File: config.mk
export PLATFORM = sky130hd
export DESIGN_NAME = mavlink_v1_frame_packer
export DESIGN_NICKNAME = d
export VERILOG_FILES = /design/src/mvp_pkg.sv /design/src/mvp_front.sv /design/src/mvp_queue.sv /design/src/mvp_back.sv /design/src/mavlink_v1_frame_packer.sv
export SDC_FILE = /design/constraint.sdc
export NUM_CORES = 1
export LEC_CHECK = 0
export ABC_AREA = 1
export BUFFER_PORTS_ARGS = -buffer_cell sky130_fd_sc_hd__buf_2
export CORE_ASPECT_RATIO = 0.6
export CORE_UTILIZATION = 55
export DETAILED_ROUTE_END_ITERATION = 12
export PLACE_DENSITY = 0.76
export SYNTH_ARGS = -nofsm -noshare
export SYNTH_HDL_FRONTEND = slang
export SYNTH_SLANG_ARGS = --single-unit
File: constraint.sdc
create_clock -name clk -period 2.75 [get_ports clk]
set_input_delay 0.275 -clock clk [delete_from_list [all_inputs] [get_ports clk]]
set_output_delay 0.275 -clock clk [all_outputs]
set_load 0.01 [all_outputs]
File: src/mvp_pkg.sv
// Shared types, constants and the CRC-16/X.25 step for the MAVLink v1 frame packer.
package mvp_pkg;

	localparam logic [7:0] STX_BYTE = 8'hFE;
	localparam logic [15:0] CRC_SEED = 16'hFFFF;
	localparam logic [7:0] BYTE_MASK = 8'hFF;
	localparam int QUEUE_DEPTH_DEFAULT = 4;
	localparam int CFG_INDEX_W = 2;
	localparam int CFG_DATA_W = 8;
	localparam logic [2:0] HDR_FIRST_IDX = 3'd1;
	localparam logic [2:0] HDR_LAST_IDX = 3'd5;

	localparam logic OP_START = 1'b0;
	localparam logic OP_DATA = 1'b1;

	localparam logic [CFG_INDEX_W-1:0] REG_SYSTEM_ID = 2'd0;
	localparam logic [CFG_INDEX_W-1:0] REG_COMPONENT_ID = 2'd1;
	localparam logic [CFG_INDEX_W-1:0] REG_SEQUENCE = 2'd2;

	localparam logic [2:0] HDR_IDX_LENGTH = 3'd1;
	localparam logic [2:0] HDR_IDX_SEQUENCE = 3'd2;
	localparam logic [2:0] HDR_IDX_SYSTEM = 3'd3;
	localparam logic [2:0] HDR_IDX_COMPONENT = 3'd4;
	localparam logic [2:0] HDR_IDX_MESSAGE = 3'd5;

	typedef enum logic {
		CMD_START,
		CMD_DATA
	} cmd_kind_t;

	typedef struct packed {
		cmd_kind_t kind;
		logic last;
		logic [7:0] arg;
		logic [7:0] msg_id;
		logic [7:0] extra;
	} cmd_t;

	typedef struct packed {
		logic [7:0] system_id;
		logic [7:0] component_id;
		logic [7:0] sequence_number;
	} cfg_t;

	typedef enum logic [2:0] {
		ST_IDLE,
		ST_HDR,
		ST_CRC_LO,
		ST_CRC_HI
	} back_state_t;

	function automatic logic [15:0] crc_fold(input logic [15:0] crc, input logic [7:0] b);
		logic [7:0] t;
		t = b ^ crc[7:0];
		t = t ^ {t[3:0], 4'b0000};
		return {8'h00, crc[15:8]} ^ {t, 8'h00} ^ {5'b00000, t, 3'b000} ^ {12'h000, t[7:4]};
	endfunction

endpackage

File: src/mvp_front.sv
// Input side: accepts beats, tracks the open frame and queues start and payload commands.
module mvp_front (
	input  logic          clk,
	input  logic          arst_n,
	input  logic          s_tvalid,
	output logic          s_tready,
	input  logic [31:0]   s_tdata,  // message id, length, CRC extra, payload byte
	input  logic          s_tuser,  // op
	input  logic          q_full,
	output logic          q_push,
	output mvp_pkg::cmd_t q_wdata
);
	import mvp_pkg::*;

	logic       open_q;
	logic [7:0] remaining_q;
	logic       accept;
	logic [7:0] msg_id;
	logic [7:0] length;
	logic [7:0] extra;
	logic [7:0] data;

	assign msg_id = s_tdata[7:0];
	assign length = s_tdata[15:8];
	assign extra = s_tdata[23:16];
	assign data = s_tdata[31:24];

	assign s_tready = !q_full;
	assign accept = s_tvalid && s_tready;
	assign q_push = accept && ((s_tuser == OP_START) || open_q);

	always_comb begin
		q_wdata.msg_id = msg_id;
		q_wdata.extra = extra;
		if (s_tuser == OP_START) begin
			q_wdata.kind = CMD_START;
			q_wdata.last = (length == 8'h00);
			q_wdata.arg = length;
		end else begin
			q_wdata.kind = CMD_DATA;
			q_wdata.last = (remaining_q == 8'h01);
			q_wdata.arg = data;
		end
	end

	always_ff @(posedge clk or negedge arst_n) begin
		if (!arst_n) begin
			open_q <= 1'b0;
			remaining_q <= 8'h00;
		end else if (accept) begin
			if (s_tuser == OP_START) begin
				open_q <= (length != 8'h00);
				remaining_q <= length;
			end else if (open_q) begin
				remaining_q <= remaining_q - 8'h01;
				if (remaining_q == 8'h01) begin
					open_q <= 1'b0;
				end
			end
		end
	end

endmodule

File: src/mvp_queue.sv
// Small command queue between the input side and the byte sequencer.
module mvp_queue #(
	parameter int DEPTH = mvp_pkg::QUEUE_DEPTH_DEFAULT
) (
	input  logic          clk,
	input  logic          arst_n,
	input  logic          push,
	input  mvp_pkg::cmd_t wdata,
	input  logic          pop,
	output mvp_pkg::cmd_t head,
	output logic          full,
	output logic          empty
);
	import mvp_pkg::*;

	localparam int PTR_W = (DEPTH > 1) ? $clog2(DEPTH) : 1;
	localparam int CNT_W = $clog2(DEPTH + 1);
	localparam logic [PTR_W-1:0] PTR_LAST = PTR_W'(DEPTH - 1);
	localparam logic [CNT_W-1:0] CNT_FULL = CNT_W'(DEPTH);

	cmd_t             mem_q [DEPTH];
	logic [PTR_W-1:0] wr_ptr_q;
	logic [PTR_W-1:0] rd_ptr_q;
	logic [CNT_W-1:0] count_q;

	assign full = (count_q == CNT_FULL);
	assign empty = (count_q == '0);
	assign head = mem_q[rd_ptr_q];

	always_ff @(posedge clk) begin
		if (push) begin
			mem_q[wr_ptr_q] <= wdata;
		end
	end

	always_ff @(posedge clk or negedge arst_n) begin
		if (!arst_n) begin
			wr_ptr_q <= '0;
			rd_ptr_q <= '0;
			count_q <= '0;
		end else begin
			if (push) begin
				wr_ptr_q <= (wr_ptr_q == PTR_LAST) ? '0 : wr_ptr_q + 1'b1;
			end
			if (pop) begin
				rd_ptr_q <= (rd_ptr_q == PTR_LAST) ? '0 : rd_ptr_q + 1'b1;
			end
			if (push && !pop) begin
				count_q <= count_q + 1'b1;
			end else if (pop && !push) begin
				count_q <= count_q - 1'b1;
			end
		end
	end

endmodule

File: src/mvp_back.sv
// Byte sequencer: emits header, payload and CRC bytes and keeps the running CRC.
module mvp_back (
	input  logic          clk,
	input  logic          arst_n,
	input  mvp_pkg::cfg_t cfg,
	input  mvp_pkg::cmd_t head,
	input  logic          q_empty,
	output logic          q_pop,
	output logic          m_tvalid,
	input  logic          m_tready,
	output logic [7:0]    m_tdata,  // out_byte
	output logic          m_tlast,  // frame_end
	output logic          m_tuser   // run_last
);
	import mvp_pkg::*;

	back_state_t state_q, state_d;
	logic [2:0]  idx_q, idx_d;
	cmd_t        cur_q, cur_d;
	logic [15:0] crc_q, crc_d;
	logic [7:0]  extra_q, extra_d;
	logic        out_valid_q;
	logic [7:0]  out_byte_q;
	logic        out_end_q;
	logic        out_last_q;

	logic        advance;
	logic        produce;
	logic [7:0]  byte_d;
	logic        end_d;
	logic        last_d;
	logic [7:0]  hdr_byte;
	logic [15:0] crc_final;

	assign advance = !out_valid_q || m_tready;
	assign crc_final = crc_fold(crc_q, extra_q);

	always_comb begin
		case (idx_q)
			HDR_IDX_LENGTH: hdr_byte = cur_q.arg;
			HDR_IDX_SEQUENCE: hdr_byte = cfg.sequence_number;
			HDR_IDX_SYSTEM: hdr_byte = cfg.system_id;
			HDR_IDX_COMPONENT: hdr_byte = cfg.component_id;
			HDR_IDX_MESSAGE: hdr_byte = cur_q.msg_id;
			default: hdr_byte = 8'h00;
		endcase
	end

	always_comb begin
		state_d = state_q;
		idx_d = idx_q;
		cur_d = cur_q;
		crc_d = crc_q;
		extra_d = extra_q;
		q_pop = 1'b0;
		produce = 1'b0;
		byte_d = 8'h00;
		end_d = 1'b0;
		last_d = 1'b0;
		if (advance) begin
			case (state_q)
				ST_IDLE: begin
					if (!q_empty) begin
						q_pop = 1'b1;
						produce = 1'b1;
						if (head.kind == CMD_START) begin
							byte_d = STX_BYTE;
							cur_d = head;
							extra_d = head.extra;
							crc_d = CRC_SEED;
							idx_d = HDR_FIRST_IDX;
							state_d = ST_HDR;
						end else begin
							byte_d = head.arg;
							crc_d = crc_fold(crc_q, head.arg);
							last_d = !head.last;
							state_d = head.last ? ST_CRC_LO : ST_IDLE;
						end
					end
				end
				ST_HDR: begin
					produce = 1'b1;
					byte_d = hdr_byte;
					crc_d = crc_fold(crc_q, hdr_byte);
					if (idx_q == HDR_LAST_IDX) begin
						if (cur_q.arg == 8'h00) begin
							state_d = ST_CRC_LO;
						end else begin
							last_d = 1'b1;
							state_d = ST_IDLE;
						end
					end else begin
						idx_d = idx_q + 3'd1;
					end
				end
				ST_CRC_LO: begin
					produce = 1'b1;
					byte_d = crc_final[7:0];
					crc_d = crc_final;
					state_d = ST_CRC_HI;
				end
				ST_CRC_HI: begin
					produce = 1'b1;
					byte_d = crc_q[15:8];
					end_d = 1'b1;
					last_d = 1'b1;
					crc_d = CRC_SEED;
					state_d = ST_IDLE;
				end
				default: begin
					state_d = ST_IDLE;
				end
			endcase
		end
	end

	always_ff @(posedge clk or negedge arst_n) begin
		if (!arst_n) begin
			state_q <= ST_IDLE;
			idx_q <= HDR_FIRST_IDX;
			crc_q <= CRC_SEED;
			out_valid_q <= 1'b0;
		end else begin
			state_q <= state_d;
			idx_q <= idx_d;
			crc_q <= crc_d;
			if (advance) begin
				out_valid_q <= produce;
			end
		end
	end

	always_ff @(posedge clk) begin
		cur_q <= cur_d;
		extra_q <= extra_d;
		if (advance && produce) begin
			out_byte_q <= byte_d;
			out_end_q <= end_d;
			out_last_q <= last_d;
		end
	end

	assign m_tvalid = out_valid_q;
	assign m_tdata = out_byte_q;
	assign m_tlast = out_end_q;
	assign m_tuser = out_last_q;

endmodule

File: src/mavlink_v1_frame_packer.sv
// Top level of the MAVLink v1 frame packer: configuration registers, queue and sequencer.
// The first byte of an item passes through the command queue and then the output register.
// The sequencer emits one byte per cycle unless m_tready stalls it; a payload beat yields its byte,
// a start beat STX and five header bytes, plus both CRC bytes for an empty payload, and a closing
// payload beat its byte and both CRC bytes. The command queue lets input beats be taken while
// header or CRC bytes are still going out. Reset is asynchronous and active low; it empties the
// queue, closes any frame and loads system id 1, component id 1 and sequence 0.
module mavlink_v1_frame_packer #(
	parameter int QUEUE_DEPTH = mvp_pkg::QUEUE_DEPTH_DEFAULT
) (
	input  logic                           clk,
	input  logic                           arst_n,
	input  logic                           s_tvalid,
	output logic                           s_tready,
	input  logic [31:0]                    s_tdata,  // message id, length, CRC extra, payload byte
	input  logic                           s_tuser,  // op
	output logic                           m_tvalid,
	input  logic                           m_tready,
	output logic [7:0]                     m_tdata,  // out_byte
	output logic                           m_tlast,  // frame_end
	output logic                           m_tuser,  // run_last
	input  logic                           cfg_we,
	input  logic [mvp_pkg::CFG_INDEX_W-1:0] cfg_index,
	input  logic [mvp_pkg::CFG_DATA_W-1:0]  cfg_wdata
);
	import mvp_pkg::*;

	cfg_t cfg_q;
	cmd_t q_wdata;
	cmd_t q_head;
	logic q_push;
	logic q_pop;
	logic q_full;
	logic q_empty;

	always_ff @(posedge clk or negedge arst_n) begin
		if (!arst_n) begin
			cfg_q.system_id <= 8'h01;
			cfg_q.component_id <= 8'h01;
			cfg_q.sequence_number <= 8'h00;
		end else if (cfg_we) begin
			case (cfg_index)
				REG_SYSTEM_ID: cfg_q.system_id <= cfg_wdata;
				REG_COMPONENT_ID: cfg_q.component_id <= cfg_wdata;
				REG_SEQUENCE: cfg_q.sequence_number <= cfg_wdata;
				default: begin
				end
			endcase
		end
	end

	mvp_front u_front (
		.clk      (clk),
		.arst_n   (arst_n),
		.s_tvalid (s_tvalid),
		.s_tready (s_tready),
		.s_tdata  (s_tdata),
		.s_tuser  (s_tuser),
		.q_full   (q_full),
		.q_push   (q_push),
		.q_wdata  (q_wdata)
	);

	mvp_queue #(
		.DEPTH (QUEUE_DEPTH)
	) u_queue (
		.clk    (clk),
		.arst_n (arst_n),
		.push   (q_push),
		.wdata  (q_wdata),
		.pop    (q_pop),
		.head   (q_head),
		.full   (q_full),
		.empty  (q_empty)
	);

	mvp_back u_back (
		.clk      (clk),
		.arst_n   (arst_n),
		.cfg      (cfg_q),
		.head     (q_head),
		.q_empty  (q_empty),
		.q_pop    (q_pop),
		.m_tvalid (m_tvalid),
		.m_tready (m_tready),
		.m_tdata  (m_tdata),
		.m_tlast  (m_tlast),
		.m_tuser  (m_tuser)
	);

	a_no_push_when_full: assert property (@(posedge clk) disable iff (!arst_n)
		q_push |-> !q_full)
		else $error("command queue written while full");

	a_no_pop_when_empty: assert property (@(posedge clk) disable iff (!arst_n)
		q_pop |-> !q_empty)
		else $error("command queue read while empty");

	a_frame_end_closes_item: assert property (@(posedge clk) disable iff (!arst_n)
		(m_tvalid && m_tlast) |-> m_tuser)
		else $error("frame end beat is not the last beat of its item");

endmodule
==> results_dict.tcl <==
set metrics [dict create \
    crit_path_start "u_back.crc_q[7]$_DFFE_PN1P_" \
    drc 0 \
    routed_wl_um 26410 \
    ys_seq_area_share_pct 56.00 \
    ys_seq_elements 200 \
    detail-route-antenna-nets 0 \
    finalCriticalPeriod_ns 2.421 \
    area_delta_synth_final_pct 11.10 \
    hold_viol_final 0 \
    initial_core_util_pct 56.38 \
    place_congestion 0.9778 \
    hpwl_um 18760 \
    crit_top_cell "xnor2_1" \
    p_total_mw 14.70 \
    ios 60 \
    critPathArrivalTime_ns 2.59 \
    antenna_found_initial 0 \
    grt.overflow.total 0 \
    ff_latch_area_sq_mm 0.005719 \
    postCtsResizedCells 0 \
    path_buf_inv 0 \
    crit_path_max_incr_delay_ns 0.65 \
    worst-path-stages 5 \
    numCtsBuffers 17 \
    yosysMostFrequentCell "nand2_1" \
    cp-start-kind "register" \
    fin_crit_sh_pct 88.05 \
    status "completed" \
    crit_path_end_kind "register" \
    final_nets 1246 \
    die_width_um 177.9 \
    top_layer_used "met4" \
    antenna-diode-count 0 \
    routed-wl-met3_um 2982 \
    drtIter0Drc 903 \
    syn-cell-area_sq_mm 0.01021 \
    core-area_sq_mm 0.01811 \
    clock-root-buffer "clkbuf_16" \
    power_switching_mw 6.916 \
    wl_met2_um 11150 \
    critPathKind "register to register" \
    cts.sinks 200 \
    required_ns 2.91 \
    yosys_warnings 0 \
    setup_viol 0 \
    synthTopCellsByArea "edfxtp_1 41%, nand2_1 12%, dfrtp_1 11%, nand3_1 5.7%, o21ai_0 5.0%" \
    drv_slew 0 \
    drive_gt1_share_pct 17.13 \
    grt_pass1_wl_um 41430 \
    die_h_um 107.6 \
    dp_slack_ns 0.4462 \
    fillers 1479 \
    cts_hold_buf 0 \
    synth_enable_flop_cells 138 \
    vias 8193 \
    viasPerCell 5.701 \
    power.density_mw_per_mm2 1296 \
    cp_top_family "XOR/XNOR gates" \
    pwr-share-comb_pct 49.7 \
    synth_ff_type "edfxtp_1" \
    multi_input_area_sq_mm 0.003874 \
    firstDrtPassIters 5 \
    grt_pass1_vias 7623 \
    synth_common_cells "340 x nand2_1, 138 x edfxtp_1, 117 x nand3_1" \
    vdd_drop_max_mv 0.6577 \
    leakagePower_nw 4.928 \
    wl_per_cell_um 18.38 \
    num_rows 38 \
    cts_buffer_depth 2 \
    grt_max_degree 63 \
    syn_inst 1123 \
    worst_pin_slew_ns 0.9120 \
    synth_fp_nets 1185 \
    clock_skew_ns 0.01214 \
    portBuffers 59 \
    synthArstFlopShare_pct 31.00 \
    cts_max_level 4 \
    switching_share_pct 47.04 \
    crit_slowest_cell "dfstp_2" \
    hold_path.class "primary input to asynchronous set/reset pin" \
    internal_power_mw 7.784 \
    clk_pin_slew_ns 0.08 \
    cp_max_fo 7 \
    dieArea_sq_mm 0.01913 \
    track_usage_pct 29.44 \
    yosys.area.top_type "edfxtp_1" \
    syn_area_per_cell_sq_um 9.094 \
    insertion_delay_ns 0.45 \
    synth_cell_types 48 \
    crit-reg2reg-capture "u_back.m_tdata[3]$_SDFFCE_PP0P_" \
    fmax_ghz 0.4130 \
    path_cells "xnor2_1 -> xnor2_1 -> or2_0 -> nand3_1 -> a41oi_1" \
    cap_viol_max_count 0 \
    tns_ns 0 \
    cts_setup_buffers 0 \
    yosysTopAreaCellShare_pct 40.58 \
    wl_met1_um 11790 \
    clkPwrFrac_pct 16.8 \
    cts_tree "built" \
    slew_headroom_pct 39.20 \
    reg2regPathDepth 5 \
    r2r_setup_slack_ns 0.33 \
    seqPwrFrac_pct 33.5 \
    setup_ws_ns 0.3287 \
    worstReg2RegStart "u_back.crc_q[7]$_DFFE_PN1P_" \
    rsz0062_at_grt "false" \
    post-route-util_pct 62.63 \
]
==> stage by stage <==
step	std cells	area (sq um)	hold WS (ns)
3_3_place_gp	1405	10760	0.4705
5_1_grt	1437	11350	0.02521
6_report	1437	11350	0.01208
3_5_place_dp	1405	10760	0.4775
2_1_floorplan	1123	10210	-0.02059
4_1_cts	1437	11350	0.02268
==> state kept, by name, summed over array words and instances (netlist names), 2 cells and up <==
| signal | cells |
|---|---|
| u_back.crc_q | 16 |
| u_queue.wr_ptr_q | 2 |
| u_back.idx_q | 3 |
| cfg_q | 24 |
| u_back.cur_q | 16 |
| u_back.m_tdata | 8 |
| u_queue.count_q | 3 |
| u_back.state_q | 2 |
| u_queue.rd_ptr_q | 2 |
| u_front.remaining_q | 8 |
| u_back.extra_q | 8 |
| u_queue.mem_q | 104 |
==> placed cells by master, fill, tap and decap left out, types with 3 or more instances in the layout <==
cell,instances
nor2_2,16
nand3_1,117
inv_2,4
o22ai_1,18
dfstp_2,19
clkinv_1,8
inv_6,6
ha_1,13
a21oi_1,11
clkinv_8,4
nand2_1,340
nor2_1,64
clkbuf_16,17
o211ai_1,3
nor4_1,3
xnor2_1,11
inv_1,88
nand3_2,19
nor3_1,3
dfrtp_1,43
o21ai_0,102
edfxtp_1,138
buf_4,23
xor2_1,4
buf_2,59
nand2_2,21
o21ai_1,11
a41oi_1,4
==> worst max-delay path by stage <==
stage                                            endpoint  slack (ns)
after global placement       u_back.m_tuser$_SDFFCE_PP0P_        0.41
after CTS                     u_back.crc_q[0]$_DFFE_PN1P_        0.41
after detailed placement      u_back.crc_q[0]$_DFFE_PN1P_        0.45
after global routing          u_back.crc_q[0]$_DFFE_PN1P_        0.22
final                     u_back.m_tdata[3]$_SDFFCE_PP0P_        0.33
after floorplan                u_back.cur_q[10]$_DFFE_PP_        0.16
==> cell families (layout without fill, tap and decap cells) <==
logic type	after synthesis	after routing	synth area share (%)
AO/OA/AOI/OAI	158	158	8.454
XOR/XNOR	18	18	1.764
buffers and inverters	141	215	6.187
AND/OR/NAND/NOR	590	590	25.58
flip-flops	200	200	56.00
multiplexers	2	2	0.2205
adder cells (fa/ha/maj)	14	14	1.789
==> worst register-to-register path, stage by stage, from the launching register on <==
cell	delay (ns)
dfstp_2	0.65
xnor2_1	0.13
xnor2_1	0.57
or2_0	0.18
nand3_1	0.09
a41oi_1	0.52
==> per-layer routing <==
metal / GRT usage, % / up-vias
met4: 8.974 / 0
met2: 41.75 / 433
li1: - / 3884
met1: 42.73 / 3831
met3: 9.499 / 45
met5: 0 / -
==> power groups by stage <==
| stage | logic, mW | registers, mW | clock network [mW] |
|---|---|---|---|
| 5_1_grt | 8.09 | 5.00 | 2.62 |
| 3_3_place_gp | 6.95 | 4.94 | 0 |
| 3_5_place_dp | 7.07 | 4.95 | 0 |
| 2_1_floorplan | 5.28 | 4.71 | 0 |
| 4_1_cts | 7.12 | 4.90 | 2.49 |
| 6_report | 7.31 | 4.93 | 2.46 |
==> final cells by class <==
| type | instances | share of cell area (%) |
|---|---|---|
| timing repair buffer | 83 | 4.301 |
| clock inverter | 15 | 1.378 |
| inverter | 100 | 3.374 |
| tap | 240 | 2.647 |
| clock buffer | 17 | 3.749 |
| sequential | 200 | 50.41 |
| multi-input combinational | 782 | 34.14 |
No activity file was read; power rests on OpenSTA's default activity.
